$ cat config.mk
export PLATFORM = sky130hd
export DESIGN_NAME = salt_ram
export DESIGN_NICKNAME = d
export VERILOG_FILES = /design/src/rtl/core/salt_ram.sv
export SDC_FILE = /design/constraint.sdc
export NUM_CORES = 1
export LEC_CHECK = 0
export ABC_CLOCK_PERIOD_IN_PS = 1500
export BUFFER_PORTS_ARGS = -buffer_cell sky130_fd_sc_hd__buf_2
export CELL_PAD_IN_SITES_DETAIL_PLACEMENT = 1
export CELL_PAD_IN_SITES_GLOBAL_PLACEMENT = 1
export CORE_ASPECT_RATIO = 1.4
export CORE_MARGIN = 2
export CORE_UTILIZATION = 29
export CTS_CLUSTER_SIZE = 14
export DETAILED_ROUTE_END_ITERATION = 16
export GPL_ROUTABILITY_DRIVEN = 1
export PLACE_DENSITY_LB_ADDON = 0.1
export SLEW_MARGIN = 20
export SYNTH_ARGS = -nofsm -noshare
export SYNTH_HDL_FRONTEND = slang
export SYNTH_SLANG_ARGS = --single-unit
$ cat constraint.sdc
create_clock -name clk_i -period 1.5 [get_ports clk_i]
set_input_delay 0.075 -clock clk_i [delete_from_list [all_inputs] [get_ports clk_i]]
set_output_delay 0.075 -clock clk_i [all_outputs]
set_load 0.03 [all_outputs]
$ cat src/rtl/core/salt_ram.sv
`default_nettype none

module salt_ram #(
  parameter int WIDTH = 8,
  parameter int DEPTH = 16
) (
  input  wire logic                                          clk_i,
  input  wire logic                                          we_i,
  input  wire logic [((DEPTH > 1) ? $clog2(DEPTH) : 1)-1:0]  waddr_i,
  input  wire logic [WIDTH-1:0]                              wdata_i,
  input  wire logic                                          re_i,
  input  wire logic [((DEPTH > 1) ? $clog2(DEPTH) : 1)-1:0]  raddr_i,
  output logic [WIDTH-1:0]                                   rdata_o
);

  logic [WIDTH-1:0] mem [DEPTH];

  // Write port
  always_ff @(posedge clk_i) begin
    if (we_i) begin
      mem[waddr_i] <= wdata_i;
    end
  end

  // Registered read port
  always_ff @(posedge clk_i) begin
    if (re_i) begin
      rdata_o <= mem[raddr_i];
    end
  end

endmodule

`default_nettype wire

==> results of run 1 <==
## per-stage QoR
stage | setup TNS, ns | hold slack (ns)
final | 0 | 0.0514
after global routing | -0.00793 | 0.0434
after CTS | 0 | 0.0486
after detailed placement | -0.978 | 0.488
after global placement | -1.02 | 0.473
after floorplan | 0 | 0.174
## synth_stat cells, drive strengths merged
cell type	number	share of area, %
edfxtp	136	78
nand2	9	0.65
nor3	4	0.38
and2	1	0.12
buf	7	1.1
a22oi	16	2.3
nand2b	2	0.24
mux4	32	15
or3b	1	0.17
and2b	1	0.14
nand3b	2	0.29
nor2b	1	0.12
clkdlybuf4s25	3	0.57
nand3	1	0.096
nor2	13	0.93
## worst max path at each step
stage | to | slack, ns | cells past startpoint
final | rdata_o[0]$_DFFE_PP_ | 0.03 | 3
after global routing | rdata_o[5]$_DFFE_PP_ | -0.008 | 3
after CTS | rdata_o[1]$_DFFE_PP_ | 0.02 | 3
after detailed placement | rdata_o[7]$_DFFE_PP_ | -0.21 | 6
after global placement | rdata_o[7]$_DFFE_PP_ | -0.25 | 6
after floorplan | rdata_o[1]$_DFFE_PP_ | 0.14 | 5
## timing repair
| item | in CTS | in global routing |
|---|---|---|
| resized for setup | 5 | 5 |
| setup endpoints to repair | 4 | 5 |
| pin swaps | 1 | 1 |
| cloned | 0 | 0 |
| hold endpoints to repair | 0 | 0 |
## logic make-up (layout without fill, tap and decap cells)
kind of cell | Yosys count | count (layout) | synth area share (%)
AO/OA/AOI/OAI | 16 | 16 | 2.30
AND/OR/NAND/NOR | 35 | 35 | 3.14
buffers and inverters | 10 | 90 | 1.65
multiplexers | 32 | 32 | 14.8
flip-flops | 136 | 136 | 78.1
## power groups by stage
stage	clock network [mW]	logic, mW	registers, mW
after floorplan	0	0.216	4.42
after global placement	0	0.480	4.39
after detailed placement	0	0.487	4.39
after CTS	4.33	0.495	4.31
after global routing	4.51	0.526	4.31
final	4.25	0.484	4.31
## registers in the layout, indices dropped and copies added (netlist names)
signal,cells
mem,128
rdata_o,8
## routing by layer
metal  routed length, um  global-route usage (%)  vias up
li1                    -                       -     1117
met1                5270                    16.5     1369
met2                6540                    24.7       50
met3                 355                    3.43       11
met4                 142                    4.11        0
met5                   0                       0        -
## area by class of cell
cell class | count | area (sq um) | share of cell area, %
timing repair buffer | 59 | 440 | 6.77
clock buffer | 17 | 425 | 6.54
sequential | 136 | 4080 | 62.8
clock inverter | 14 | 175 | 2.69
tap | 240 | 300 | 4.62
multi-input combinational | 83 | 1080 | 16.6
## worst max-delay path, cell delays in order, from the launching register on
cell and delay [ns]:
edfxtp_1 0.36, mux4_1 0.53, a22oi_2 0.24, nand2_1 0.09
==> results_dict.tcl, run 1 <==
set metrics [dict create \
    finalNonFillerCells 549 \
    cts_tree "yes" \
    ir_worst_vdd_mv 0.756 \
    fin_crit_sh_pct 98.0 \
    ys_warn_count 0 \
    antenna_found_initial 0 \
    synth.ff_latch_count 136 \
    power.switching_mw 1.94 \
    final_layout_size_suffix_gt1_share_pct 38.8 \
    start_kind "flip-flop" \
    max_slew.worst_pin.slew_ns 0.944 \
    place.gp.congestion 0.674 \
    power.leakage_nw 2.18 \
    sw_frac_of_total_pct 21.4 \
    placed_cell_area_sq_um 5890 \
    final_nets 316 \
    initialDrtViolationCount 177 \
    die_area_sq_um 19100 \
    fin_area_sq_um 6500 \
    syn_nets 248 \
    dr.pass1.iters 4 \
    nFillCells 1777 \
    fin_ws_ns 0.0295 \
    routed_wirelength_mm 12.3 \
    fmax_mhz 680 \
    worstReg2RegStart "mem[1][0]$_DFFE_PP_" \
    cap_viol_max_count 0 \
    die-height_um 163 \
    ys_seq_area_share_pct 78.1 \
    clock_path_buffers 2 \
    hp-start "re_i" \
    die_width_um 117 \
    wire_per_inst_um 22.4 \
    critPathKind "reg2reg" \
    synth_cell_types 18 \
    r2r-end "rdata_o[0]$_DFFE_PP_" \
    vias_per_cell 4.64 \
    worstRegToRegCells 3 \
    setup_violations 0 \
    cp.required_ns 1.65 \
    layout_common_cells "edfxtp_1 (136), buf_4 (28), buf_2 (26)" \
    clk_pin_slew_worst_paths_ns 0.06 \
    dr_total_vias 2547 \
    antenna_cells 0 \
    postCtsSetupRepairBufs 0 \
    seqPwrFrac_pct 47.7 \
    crit_start "mem[1][0]$_DFFE_PP_" \
    place_inst 518 \
    crit_path_end_kind "flip-flop" \
    final_common_cell "edfxtp_1" \
    reg2reg_slack_ns 0.03 \
    dpl.hpwl_mm 8.38 \
    overflow 0 \
    worstPathArrival_ns 1.62 \
    path_max_fanout 1 \
    portBuffers 26 \
    min_path_cells 1 \
    cts_inserted_buffers 17 \
    grt_pass1_wl_mm 18.6 \
    utilization_pct 36.4 \
    syn_inst 229 \
    areaGrowthSynthToFinish_pct 24.4 \
    slew_violations 0 \
    final-hold-violation-count 0 \
    status "complete, no violations" \
    p_clk_share_pct 47.0 \
    worst_skew_pair.late_latency_ns 0.41 \
    numClockSinks 136 \
    drc_errors 0 \
    skew_ns 0.00892 \
    grt_pass1_vias 2823 \
    p_per_area_nw_per_um2 1390 \
    syn_area_per_cell_sq_um 22.8 \
    total_power_mw 9.04 \
    synth_area_sq_um 5230 \
    core-area_sq_um 17900 \
    ctsHtreeMaxLevel 4 \
    grt_max_degree 17 \
    num_rows 58 \
    period_minus_slack_ns 1.47 \
    p_comb_share_pct 5.4 \
    cts_hold_buf 0 \
    ant_nets 0 \
    pre_cts_ws_ns -0.207 \
    whs_endpoint "rdata_o[5]$_DFFE_PP_" \
    maxSlewHeadroom_pct 36.9 \
    initial_core_util_pct 29.3 \
    intPower_mw 7.10 \
    track_usage_pct 13.8 \
    clockRootBuffer "clkbuf_16" \
    io_pins 27 \
    hold_class "in2reg" \
]
(Power assumes the default switching activity.)
==> run 2: changes to the inputs <==
CORE_MARGIN = default   (was 2)
==> results_dict.tcl, run 2 (synthesized netlist as in run 1, its figures left out) <==
set metrics [dict create \
    total_power_mw 9.09 \
    final-hold-violation-count 0 \
    final_layout_size_suffix_gt1_share_pct 37.0 \
    rsz0062_at_grt "yes" \
    drc_errors 0 \
    worst_skew_pair.late_latency_ns 0.41 \
    antenna_cells 0 \
    utilization_pct 37.0 \
    p_comb_share_pct 5.2 \
    overflow 0 \
    final_nets 310 \
    placed_cell_area_sq_um 5820 \
    fin_crit_sh_pct 95.5 \
    p_clk_share_pct 47.4 \
    power.leakage_nw 2.16 \
    critPathSlowestCell "mux4_2" \
    core-area_sq_um 17500 \
    setup_tns_ns 0 \
    initialDrtViolationCount 89 \
    grt_max_degree 24 \
    path_max_fanout 1 \
    clk_pin_slew_worst_paths_ns 0.06 \
    reg_top3 "mem x128, rdata_o x8" \
    finalNonFillerCells 539 \
    dpl.hpwl_mm 8.29 \
    max_slew.worst_pin.slew_ns 0.966 \
    layout_common_cells "edfxtp_1 (136), buf_2 (26), buf_4 (23)" \
    power.switching_mw 1.84 \
    fin_area_sq_um 6470 \
    slew_violations 0 \
    cp_num_buf_inv 0 \
    crit_path_end_kind "flip-flop" \
    routed_wirelength_mm 12.1 \
    grt_pass1_wl_mm 18.0 \
    skew_ns 0.00625 \
    nFillCells 1716 \
    numClockSinks 136 \
    worstPathArrival_ns 1.60 \
    die_width_um 115 \
    ant_nets 0 \
    status "complete, no violations" \
    period_minus_slack_ns 1.43 \
    sw_frac_of_total_pct 20.3 \
    seqPwrFrac_pct 47.4 \
    antenna_found_initial 0 \
    vias_per_cell 4.64 \
    cap_viol_max_count 0 \
    maxSlewHeadroom_pct 35.5 \
    cp_cell_sequence "mux4_2 > a22oi_2 > nand2_1" \
    wire_per_inst_um 22.5 \
    cp.required_ns 1.66 \
    cts_tree "yes" \
    die-height_um 161 \
    dr_total_vias 2501 \
    pre_cts_ws_ns -0.242 \
    clockRootBuffer "clkbuf_16" \
    intPower_mw 7.24 \
    start_kind "flip-flop" \
    cts_hold_buf 0 \
    clock_path_buffers 2 \
    track_usage_pct 14.4 \
    place.gp.congestion 0.679 \
    fin_ws_ns 0.0670 \
    largest_reg_flops 128 \
    cts_inserted_buffers 17 \
    hold_class "in2reg" \
    areaGrowthSynthToFinish_pct 23.7 \
    crit_family "multiplexers" \
    ctsHtreeMaxLevel 4 \
    die_area_sq_um 18600 \
    grt_pass1_vias 2772 \
    setup_violations 0 \
    ir_worst_vdd_mv 0.542 \
    final_common_cell "edfxtp_1" \
    fmax_mhz 698 \
    initial_core_util_pct 29.9 \
    critPathKind "reg2reg" \
    dr.pass1.iters 4 \
    io_pins 27 \
    num_rows 57 \
    timing.hold.ws_ns 0.0590 \
    place_inst 508 \
    regMostFlops "mem" \
    p_per_area_nw_per_um2 1410 \
    max_stage_delay_ns 0.49 \
    portBuffers 26 \
]
==> run 2: cell count changes in the layout (fill, tap and decap cells not counted), sizes merged <==
cell / before / now
clkinvlp: 3 / 2
bufinv: 3 / 4
buf: 59 / 53
inv: 2 / 1
clkinv: 6 / 5
clkbuf: 17 / 19
==> run 2: cell type report <==
cell class                      count  area [sq um]  share of cell area [%]
Clock buffer                       19           433                    6.70
Tap cell                          236           295                    4.57
Timing Repair Buffer               53           383                    5.92
Sequential cell                   136          4080                    63.2
Multi-Input combinational cell     83          1090                    16.9
Clock inverter                     12           176                    2.73
==> run 2: repair_timing <==
item,4_1_cts,5_1_grt
gates resized for setup,2,8
setup buffers,0,0
setup endpoints to repair,1,6
pin swaps,0,1
==> run 2: worst paths after layout <==
| check | startpoint | to | slack, ns | depth (start not counted) |
|---|---|---|---|---|
| max | mem[3][4]$_DFFE_PP_ | rdata_o[4]$_DFFE_PP_ | 0.07 | 3 |
| min | wdata_i[3] | mem[6][3]$_DFFE_PP_ | 0.06 | 1 |
| max reg2reg | mem[3][4]$_DFFE_PP_ | rdata_o[4]$_DFFE_PP_ | 0.07 | 3 |
| min reg2reg | mem[14][2]$_DFFE_PP_ | rdata_o[2]$_DFFE_PP_ | 0.75 | 3 |
==> run 2: per-layer routing <==
| layer | GRT usage, % | wire, um |
|---|---|---|
| met4 | 5.49 | 178 |
| met3 | 3.06 | 257 |
| met2 | 24.9 | 6530 |
| met5 | 0 | 0 |
| met1 | 17.4 | 5150 |
==> run 2: power by group through the flow <==
| stage | Clock (mW) | Sequential, mW | Combinational, mW |
|---|---|---|---|
| global route | 4.52 | 4.32 | 0.516 |
| floorplan | 0 | 4.42 | 0.216 |
| finish | 4.30 | 4.31 | 0.474 |
| detailed placement | 0 | 4.39 | 0.477 |
| CTS | 4.40 | 4.31 | 0.479 |
| global placement | 0 | 4.39 | 0.468 |
