**config.mk**
```make
export PLATFORM = sky130hd
export DESIGN_NAME = salt_way_sel
export DESIGN_NICKNAME = d
export VERILOG_FILES = /design/src/rtl/core/salt_pkg.sv /design/src/rtl/core/salt_way_sel.sv
export SDC_FILE = /design/constraint.sdc
export NUM_CORES = 1
export LEC_CHECK = 0
export ABC_AREA = 0
export ABC_CLOCK_PERIOD_IN_PS = 6300
export BUFFER_PORTS_ARGS = -buffer_cell sky130_fd_sc_hd__buf_4
export CORE_MARGIN = 2
export CORE_UTILIZATION = 44
export DETAILED_ROUTE_END_ITERATION = 7
export PLACE_DENSITY = 0.88
export SETUP_SLACK_MARGIN = 0.15
export SLEW_MARGIN = 15
export SYNTH_ARGS = -nofsm -noshare
export SYNTH_HDL_FRONTEND = slang
export SYNTH_SLANG_ARGS = --single-unit
export TNS_END_PERCENT = 100
```
**constraint.sdc**
```tcl
create_clock -name vclk -period 6.3
set_clock_uncertainty 0.15 [all_clocks]
set_input_delay 0 -clock vclk [all_inputs]
set_output_delay 0 -clock vclk [all_outputs]
set_load 0.005 [all_outputs]
```
**src/rtl/core/salt_pkg.sv**
```systemverilog
`default_nettype none

package salt_pkg;

  // Geometry of the tag store
  localparam int SETS   = 64;
  localparam int WAYS   = 4;
  localparam int ADDR_W = 16;

  localparam int SET_W  = (SETS > 1) ? $clog2(SETS) : 1;
  localparam int WAY_W  = (WAYS > 1) ? $clog2(WAYS) : 1;
  localparam int NW_W   = $clog2(WAYS + 1);
  localparam int SB_MAX = (SET_W < 6) ? SET_W : 6;

  // Fixed field widths of the beats
  localparam int TAG_W     = 16;
  localparam int SETOUT_W  = 6;
  localparam int WAYOUT_W  = 2;
  localparam int CNT_W     = 32;
  localparam int PADDR_W   = 4;
  localparam int PDATA_W   = 32;

  // Configuration register indexes
  localparam logic [1:0] REG_ADDR_BITS = 2'd0;
  localparam logic [1:0] REG_SET_BITS  = 2'd1;
  localparam logic [1:0] REG_WAYS      = 2'd2;

  // One memory row holds a whole set
  typedef struct packed {
    logic [WAYS-1:0][TAG_W-1:0] tag;
    logic [WAYS-1:0]            valid;
    logic [WAYS-1:0][WAY_W-1:0] rank;
  } row_t;

  localparam int ROW_W = $bits(row_t);

  // Lookup decision handed back to the control logic
  typedef struct packed {
    logic             hit;
    logic [WAY_W-1:0] way;
    row_t             row;
  } sel_t;

  typedef enum logic [1:0] {
    ST_IDLE = 2'b01,
    ST_LOOK = 2'b10
  } state_e;

  // Row contents of a set that was never written: empty, rank equals way
  function automatic row_t reset_row(input logic [WAYS-1:0][TAG_W-1:0] tags);
    row_t r;
    r.tag   = tags;
    r.valid = '0;
    for (int w = 0; w < WAYS; w++) begin
      r.rank[w] = WAY_W'(w);
    end
    return r;
  endfunction

  function automatic logic [2:0] eff_set_bits(input logic [2:0] sb);
    return (sb > 3'(SB_MAX)) ? 3'(SB_MAX) : sb;
  endfunction

  function automatic logic [NW_W-1:0] eff_ways(input logic [2:0] nw);
    logic [NW_W-1:0] res;
    if (nw == 3'd0) begin
      res = NW_W'(1);
    end else if (32'(nw) > 32'(WAYS)) begin
      res = NW_W'(WAYS);
    end else begin
      res = NW_W'(nw);
    end
    return res;
  endfunction

  function automatic logic [SET_W-1:0] set_of(input logic [ADDR_W-1:0] addr,
                                              input logic [2:0] sb);
    logic [ADDR_W-1:0] mask;
    mask = ~({ADDR_W{1'b1}} << sb);
    return SET_W'(addr & mask);
  endfunction

endpackage

`default_nettype wire

```
**src/rtl/core/salt_way_sel.sv**
```systemverilog
`default_nettype none

module salt_way_sel (
  input  wire salt_pkg::row_t                  row_i,
  input  wire logic [salt_pkg::TAG_W-1:0]      tag_i,
  input  wire logic [salt_pkg::NW_W-1:0]       nw_i,
  output salt_pkg::sel_t                       sel_o
);

  logic                             found_hit;
  logic                             found_empty;
  logic [salt_pkg::WAY_W-1:0]       hit_way;
  logic [salt_pkg::WAY_W-1:0]       empty_way;
  logic [salt_pkg::WAY_W-1:0]       lru_way;
  logic [salt_pkg::WAY_W-1:0]       best;
  logic [salt_pkg::WAY_W-1:0]       way;
  logic [salt_pkg::WAY_W-1:0]       old_rank;
  salt_pkg::row_t                   nrow;

  // Compare tags, find the first empty way and the least recent way in use
  always_comb begin
    found_hit   = 1'b0;
    found_empty = 1'b0;
    hit_way     = '0;
    empty_way   = '0;
    lru_way     = '0;
    best        = '0;
    // walk downward so the lowest-numbered way wins
    for (int w = salt_pkg::WAYS - 1; w >= 0; w--) begin
      if (w < int'(nw_i)) begin
        if (row_i.valid[w] && (row_i.tag[w] == tag_i)) begin
          found_hit = 1'b1;
          hit_way   = salt_pkg::WAY_W'(w);
        end
        if (!row_i.valid[w]) begin
          found_empty = 1'b1;
          empty_way   = salt_pkg::WAY_W'(w);
        end
      end
    end
    for (int w = 0; w < salt_pkg::WAYS; w++) begin
      if ((w < int'(nw_i)) && (row_i.rank[w] >= best)) begin
        best    = row_i.rank[w];
        lru_way = salt_pkg::WAY_W'(w);
      end
    end
  end

  // Pick the way, refill it on a miss and make it most recent
  always_comb begin
    if (found_hit) begin
      way = hit_way;
    end else if (found_empty) begin
      way = empty_way;
    end else begin
      way = lru_way;
    end
    nrow     = row_i;
    old_rank = row_i.rank[way];
    for (int w = 0; w < salt_pkg::WAYS; w++) begin
      if (row_i.rank[w] < old_rank) begin
        nrow.rank[w] = row_i.rank[w] + salt_pkg::WAY_W'(1);
      end
    end
    nrow.rank[way] = '0;
    if (!found_hit) begin
      nrow.tag[way]   = tag_i;
      nrow.valid[way] = 1'b1;
    end
  end

  assign sel_o.hit = found_hit;
  assign sel_o.way = way;
  assign sel_o.row = nrow;

endmodule

`default_nettype wire

```
==> results of run 1 <==
-- kinds of logic after synthesis --
logic type | synth area share
AND/OR/NAND/NOR | 0.202
multiplexers | 0.331
XOR/XNOR | 0.238
buffers and inverters | 0.0794
AO/OA/AOI/OAI | 0.100
adder cells (fa/ha/maj) | 0.0493
-- power by group --
group	switching [uW]	total, uW	internal (uW)
logic	187	426	240
registers	0	0	0
clock network	0	0	0
-- synth_stat cells, types with 3 or more instances --
master / number / area (sq um)
a21oi_1: 9 / 45.0
mux2_4: 9 / 135
inv_1: 13 / 48.8
ha_1: 10 / 125
and3_1: 3 / 18.8
nor3_1: 4 / 20.0
xor2_1: 27 / 236
nand3_1: 7 / 35.0
or2_2: 7 / 43.8
buf_4: 4 / 30.0
a21o_1: 3 / 22.5
nor2_1: 12 / 45.0
xnor2_1: 42 / 368
nand4_1: 15 / 93.8
mux2i_1: 4 / 40.0
o22ai_1: 3 / 18.8
or3_1: 6 / 37.5
buf_2: 17 / 85.1
nor4_1: 7 / 43.8
mux2_2: 59 / 664
nand2b_1: 4 / 25.0
nand2_1: 4 / 15.0
o21ai_0: 6 / 30.0
-- metal layers --
| metal | global-route usage | vias to the layer above | share of wire |
|---|---|---|---|
| met2 | 0.521 | 165 | 0.49 |
| li1 | - | 1421 | - |
| met3 | 0.0396 | 25 | 0.085 |
| met5 | 0 | - | 0 |
| met4 | 0.0712 | 0 | 0.025 |
| met1 | 0.344 | 1404 | 0.40 |
-- worst max-delay path, delay by kind of cell --
kind            cells  cell delay, ps
fa+ha+maj           4            1090
buf+inv             4             650
compound gates     10            1210
simple gates       10            1710
mux                 3            1010
-- path summary, 6_finish.rpt --
check | from | end | slack [ps] | depth (start not counted)
max | nw_i[2] | sel_o[4] | 480 | 31
min | row_i[21] | sel_o[21] | 160 | 3
-- cell usage in the layout, fill, tap and decap left out, drive strengths merged, types with 2 or more instances in the layout --
cell    count
a21o        3
a21oi       9
a311oi      2
a31oi       2
and2        2
and3        3
and4        2
buf       182
ha         10
inv        12
mux2       68
mux2i       4
nand2       4
nand2b      4
nand3       7
nand4      15
nor2       13
nor3        5
nor3b       2
nor4        8
o21a        2
o21ai       6
o22ai       4
or2         7
or3         6
xnor2      42
xor2       27
-- area by class of cell --
type | count | area share
well taps | 72 | 0.0234
repair buffers | 182 | 0.355
inverters | 13 | 0.0136
multi-input cells | 268 | 0.608
-- per-stage QoR --
stage                util  instances  hold WS (ps)
CTS                 0.685        529           162
floorplan               -        305         -62.1
detailed placement  0.685        529           161
global placement    0.685        529           153
global route        0.695        535           170
finish              0.695        535           160
-- timing repair --
item | 4_1_cts | 5_1_grt
setup buffers | 0 | 6
hold endpoints to repair | 0 | 0
gates resized for setup | 0 | 4
endpoints found under the setup margin | 0 | 32
==> impl_metrics.env, run 1 <==
export IMPL_antenna_violating_nets_post_route=0
export IMPL_gr_usage_all_layers=0.284
export IMPL_finalWorstSetupSlack_ps=480
export IMPL_avgRoutedWirePerCell_um=18.1
export IMPL_num_rows=27
export IMPL_maxClockFrequency_mhz=172
export IMPL_rsz_0062_raised_after_global_routing="false"
export IMPL_drc=0
export IMPL_final_cell_area_sq_mm=0.00385
export IMPL_core_area_sq_mm=0.00554
export IMPL_area_growth_syn_to_fin_pct=51.8
export IMPL_power_leakage_uw=0.00174
export IMPL_crit_path_max_incr_delay_ps=370
export IMPL_critical_path_fanout_max=8
export IMPL_layout_drive_gt1_share=0.581
export IMPL_vdd_ir_drop_worst_mv=0.0735
export IMPL_cts_hold_repair_buffers=0
export IMPL_final_min_period_over_clock_period=0.924
export IMPL_sequential_cell_area_sq_um=0
export IMPL_required_arrival_time_at_the_worst_endpoint_ps=6150
export IMPL_numSequentialCells=0
export IMPL_syn_num_nets=410
export IMPL_criticalPathCategory="input pin to primary output"
export IMPL_hold_viol=0
export IMPL_post_route_min_period_ps=5820
export IMPL_grt_pass1_wl_um=14600
export IMPL_design_die_area_sq_mm=0.00639
export IMPL_effective_utilization_at_floorplan=0.458
export IMPL_path_common_cell="ha_1"
export IMPL_vias_per_cell=5.64
export IMPL_setup_violations_final=0
export IMPL_initial_antenna_violation_count=0
export IMPL_drt_initial_drc_count=153
export IMPL_run_status="finished, final reports clean"
export IMPL_pre_cts_ws_ps=286
export IMPL_power_density_mw_per_mm2=111
export IMPL_grt_start_max_net_pins=18
export IMPL_critPathLaunchType="input pin"
export IMPL_seq_area_frac_synth=0
export IMPL_routed_wl_um=9670
export IMPL_die_h_um=79.9
export IMPL_crit_path_end_kind="primary output"
export IMPL_postSynthAreaPerCell_sq_um=8.32
export IMPL_gpl_final_weighted_congestion=0.911
export IMPL_post_dp_cell_area_sq_mm=0.00379
export IMPL_synth_area_sq_mm=0.00254
export IMPL_drtPass1Iterations=4
export IMPL_worst_slew_pin_slew_ps=863
export IMPL_multi_input_logic_area_sq_mm=0.00234
export IMPL_hp_class="input pin to primary output"
export IMPL_setup_tns_ps=0
export IMPL_fin_total_pwr_uw=426
export IMPL_number_of_cells_produced_by_synthesis=305
export IMPL_clockBufferCount=0
export IMPL_net_count_reported_at_finish=570
export IMPL_n_antenna_cell=0
export IMPL_vias=3015
export IMPL_vias_in_the_first_global_route=3008
export IMPL_dp_hpwl_um=7980
export IMPL_portBuffers=174
export IMPL_maxSlewHeadroom=0.424
export IMPL_yosys_warnings=0
export IMPL_max_cap_violations=0
export IMPL_die_w_um=79.9
export IMPL_ios=174
export IMPL_yosys_cell_types_count=48
export IMPL_total_congestion_overflow_after_global_routing=0
export IMPL_slew_viol_final=0
export IMPL_num_fill_cells=430
export IMPL_worst_path_max_delay_cell="mux2_2"
export IMPL_worst_ep_arrival_time_ps=5670
(Power assumes the default switching activity.)
==> run 2: changes to the inputs <==
- CORE_MARGIN: 2 -> 5
- PLACE_DENSITY: 0.88 -> 0.84
==> impl_metrics.env, run 2 (synthesis gave the netlist of run 1 again) <==
export IMPL_power_density_mw_per_mm2=111
export IMPL_area_growth_syn_to_fin_pct=52.3
export IMPL_whs_path_depth=3
export IMPL_criticalPathCategory="input pin to primary output"
export IMPL_rsz_0062_raised_after_global_routing="false"
export IMPL_antenna_violating_nets_post_route=0
export IMPL_path_common_cell="a21oi_1"
export IMPL_cts_hold_repair_buffers=0
export IMPL_crit_path_end_kind="primary output"
export IMPL_portBuffers=174
export IMPL_layout_commonest_cell="buf_4"
export IMPL_drtPass1Iterations=6
export IMPL_gr_usage_all_layers=0.259
export IMPL_n_antenna_cell=0
export IMPL_pre_cts_ws_ps=364
export IMPL_final_min_period_over_clock_period=0.921
export IMPL_grt_pass1_wl_um=15500
export IMPL_final_cell_area_sq_mm=0.00386
export IMPL_critPathLaunchType="input pin"
export IMPL_setup_violations_final=0
export IMPL_critical_path_fanout_max=8
export IMPL_drc=0
export IMPL_ios=174
export IMPL_num_rows=27
export IMPL_design_die_area_sq_mm=0.00738
export IMPL_setup_tns_ps=0
export IMPL_run_status="finished, final reports clean"
export IMPL_maxClockFrequency_mhz=172
export IMPL_hold_viol=0
export IMPL_worst_path_max_delay_cell="mux2_2"
export IMPL_avgRoutedWirePerCell_um=19.0
export IMPL_slew_viol_final=0
export IMPL_layout_drive_gt1_share=0.581
export IMPL_worst_hold_path_endpoint="sel_o[8]"
export IMPL_worst_ep_arrival_time_ps=5660
export IMPL_drt_initial_drc_count=133
export IMPL_numSequentialCells=0
export IMPL_post_dp_cell_area_sq_mm=0.00380
export IMPL_power_leakage_uw=0.00175
export IMPL_mostFrequentLayoutCells="buf_4, mux2_2, xnor2_1, xor2_1, nand4_1"
export IMPL_post_route_min_period_ps=5810
export IMPL_routed_wl_um=10200
export IMPL_vias_in_the_first_global_route=3043
export IMPL_maxSlewHeadroom=0.442
export IMPL_gpl_final_weighted_congestion=0.900
export IMPL_max_cap_violations=0
export IMPL_vias=3015
export IMPL_vias_per_cell=5.61
export IMPL_hp_class="input pin to primary output"
export IMPL_effective_utilization_at_floorplan=0.458
export IMPL_crit_path_max_incr_delay_ps=340
export IMPL_grt_start_max_net_pins=18
export IMPL_clockBufferCount=0
export IMPL_total_congestion_overflow_after_global_routing=0
export IMPL_dp_hpwl_um=8670
export IMPL_die_h_um=85.9
export IMPL_required_arrival_time_at_the_worst_endpoint_ps=6150
export IMPL_net_count_reported_at_finish=572
export IMPL_worst_slew_pin_slew_ps=836
export IMPL_hold_path_startpoint="row_i[8]"
export IMPL_final_util=0.697
export IMPL_finalWorstSetupSlack_ps=495
export IMPL_vdd_ir_drop_worst_mv=0.0674
export IMPL_sequential_cell_area_sq_um=0
export IMPL_die_w_um=85.9
export IMPL_initial_antenna_violation_count=0
export IMPL_core_area_sq_mm=0.00554
==> run 2: worst max-delay path, delay by kind of cell <==
family / cells / cell delay [ps]
adder cells (fa/ha/maj): 4 / 1100
XOR/XNOR: 1 / 150
buffers and inverters: 4 / 580
multiplexers: 3 / 940
AND/OR/NAND/NOR: 10 / 1620
AO/OA/AOI/OAI: 8 / 1250
==> run 2: area by class of cell <==
| type | instances | area [sq um] |
|---|---|---|
| well taps | 72 | 90.1 |
| repair buffers | 184 | 1380 |
| inverters | 13 | 52.6 |
| multi-input cells | 268 | 2340 |
| fillers | 499 | 1680 |
==> run 2: stage by stage <==
stage | hold slack (ps) | instances | power, uW
finish | 151 | 537 | 429
global route | 162 | 537 | 463
CTS | 153 | 530 | 419
detailed placement | 153 | 530 | 417
global placement | 151 | 530 | 409
floorplan | -62.1 | 305 | 231
==> run 2: layer usage <==
layer  share of wire  track usage  vias up
met4           0.021       0.0532        0
met2            0.52        0.489      150
met1            0.37        0.300     1420
li1                -            -     1424
met3           0.089       0.0480       21
met5               0            0        -
==> run 2: worst max path at each step <==
stage,from,end,slack (ps),cells past startpoint
finish,nw_i[2],sel_o[5],490,30
global placement,nw_i[2],sel_o[7],660,30
detailed placement,nw_i[2],sel_o[7],360,30
global route,nw_i[2],sel_o[5],120,30
CTS,nw_i[2],sel_o[5],340,30
floorplan,nw_i[2],sel_o[7],950,28
==> run 2: repair_timing <==
item	4_1_cts	5_1_grt
gates resized for setup	0	3
setup endpoints to repair	0	8
buffers inserted	0	7
==> run 2: report_power, final <==
part	leakage (uW)	internal [uW]	switching, uW
Sequential	0	0	0
Combinational	0.00175	241	187
Clock	0	0	0
==> run 3: changes to the inputs <==
- CORE_UTILIZATION: 44 -> 39
- PLACE_DENSITY: 0.84 -> 0.76
- REMOVE_ABC_BUFFERS: not set -> 1
==> impl_metrics.env, run 3 (synthesis gave the netlist of run 1 again) <==
export IMPL_run_status="finished, final reports clean"
export IMPL_vias_in_the_first_global_route=3166
export IMPL_worst_slew_pin_slew_ps=890
export IMPL_criticalPathCategory="input pin to primary output"
export IMPL_die_h_um=90.6
export IMPL_path_common_cell="a21oi_1"
export IMPL_effective_utilization_at_floorplan=0.399
export IMPL_dp_hpwl_um=8690
export IMPL_cpLargestDelayFamily="simple AND/OR/NAND/NOR gates"
export IMPL_num_rows=29
export IMPL_numSequentialCells=0
export IMPL_maxClockFrequency_mhz=175
export IMPL_worst_path_max_delay_cell="mux2_2"
export IMPL_critical_path_cell_count=27
export IMPL_maxSlewHeadroom=0.404
export IMPL_clockBufferCount=0
export IMPL_routed_wl_um=10000
export IMPL_worst_ep_arrival_time_ps=5580
export IMPL_combPwrFrac=1.000
export IMPL_gpl_final_weighted_congestion=0.903
export IMPL_vias_per_cell=5.48
export IMPL_critPathLaunchType="input pin"
export IMPL_startpoint="nw_i[2]"
export IMPL_buffers_inverters_on_critical_path=2
export IMPL_crit_path_end_kind="primary output"
export IMPL_num_fill_cells=574
export IMPL_dpl_cell_count=535
export IMPL_crit_path_max_incr_delay_ps=420
export IMPL_drtPass1Iterations=4
export IMPL_internal_power_uw=237
export IMPL_max_cap_violations=0
export IMPL_total_congestion_overflow_after_global_routing=0
export IMPL_post_route_min_period_ps=5730
export IMPL_core_area_sq_mm=0.00635
export IMPL_antenna_violating_nets_post_route=0
export IMPL_hold_viol=0
export IMPL_whs_path_depth=3
export IMPL_power_leakage_uw=0.00173
export IMPL_drc=0
export IMPL_mostFrequentLayoutCells="buf_4, mux2_2, xnor2_1, xor2_1, nand4_1"
export IMPL_net_count_reported_at_finish=568
export IMPL_area_growth_syn_to_fin_pct=51.3
export IMPL_grt_start_max_net_pins=18
export IMPL_switching_share=0.440
export IMPL_rsz_0062_raised_after_global_routing="false"
export IMPL_power_sequential_fraction=0
export IMPL_die_w_um=90.6
export IMPL_drt_initial_drc_count=84
export IMPL_ios=174
export IMPL_setup_violations_final=0
export IMPL_pwr_share_clk=0
export IMPL_gr_usage_all_layers=0.228
export IMPL_layout_drive_gt1_share=0.575
export IMPL_vias=2946
export IMPL_sequential_cell_area_sq_um=0
export IMPL_setup_tns_ps=0
export IMPL_hp_class="input pin to primary output"
export IMPL_portBuffers=174
export IMPL_critical_path_fanout_max=12
export IMPL_avgRoutedWirePerCell_um=18.6
export IMPL_power_switching_uw=186
export IMPL_final_util=0.604
export IMPL_required_arrival_time_at_the_worst_endpoint_ps=6150
export IMPL_cp_endpoint="sel_o[7]"
export IMPL_final_min_period_over_clock_period=0.910
export IMPL_power_density_mw_per_mm2=110
export IMPL_post_layout_nonfiller_instances=538
export IMPL_initial_antenna_violation_count=0
export IMPL_vdd_ir_drop_worst_mv=0.0637
export IMPL_layout_commonest_cell="buf_4"
export IMPL_grt_pass1_wl_um=15900
export IMPL_slew_viol_final=0
export IMPL_cts_hold_repair_buffers=0
export IMPL_design_die_area_sq_mm=0.00822
export IMPL_n_antenna_cell=0
-- run 3: cell types whose count changed in the layout (fill, tap and decap cells not counted) --
cell,before,now
buf_4,184,180
nor2_2,2,1
nor2_1,11,12
-- run 3: worst min path at each step --
| stage | start | end | slack [ps] |
|---|---|---|---|
| after floorplan | row_i[10] | sel_o[10] | -60 |
| after global placement | row_i[42] | sel_o[42] | 160 |
| after detailed placement | row_i[11] | sel_o[11] | 160 |
| after CTS | row_i[34] | sel_o[34] | 160 |
| after global routing | row_i[66] | sel_o[66] | 170 |
| final | row_i[34] | sel_o[34] | 160 |
-- run 3: tightest hold or removal path: cells and delay by family --
kind	cells	cell delay, ps
multiplexers	1	130
buffers and inverters	2	190
-- run 3: timing repair --
action,CTS,global route
setup endpoints to repair,0,8
setup buffers,0,3
resized for setup,0,2
-- run 3: stage by stage --
step / instance area (sq um) / hold slack (ps) / setup WS, ps / total power [uW]
after floorplan: 2380 / -62.1 / 980 / 208
final: 3840 / 162 / 569 / 424
after CTS: 3810 / 164 / 412 / 421
after global placement: 3810 / 163 / 721 / 412
after detailed placement: 3810 / 164 / 414 / 419
after global routing: 3840 / 173 / 157 / 460
-- run 3: per-layer routing --
metal	vias up	part of all wire	global-route usage
met5	-	0	0
met4	0	0.018	0.0409
met3	12	0.079	0.0517
met2	120	0.51	0.433
met1	1394	0.39	0.256
li1	1420	-	-
-- run 3: final cells by class --
class	count	area [sq um]	share of cell area
multi-input combinational	268	2340	0.609
timing repair buffer	180	1350	0.352
inverter	13	52.6	0.0137
tap	77	96.3	0.0251
-- run 3: power groups by stage --
stage	sequential (uW)	combinational [uW]	clock (uW)
after floorplan	0	208	0
after global placement	0	412	0
after detailed placement	0	419	0
after CTS	0	421	0
after global routing	0	460	0
final	0	424	0
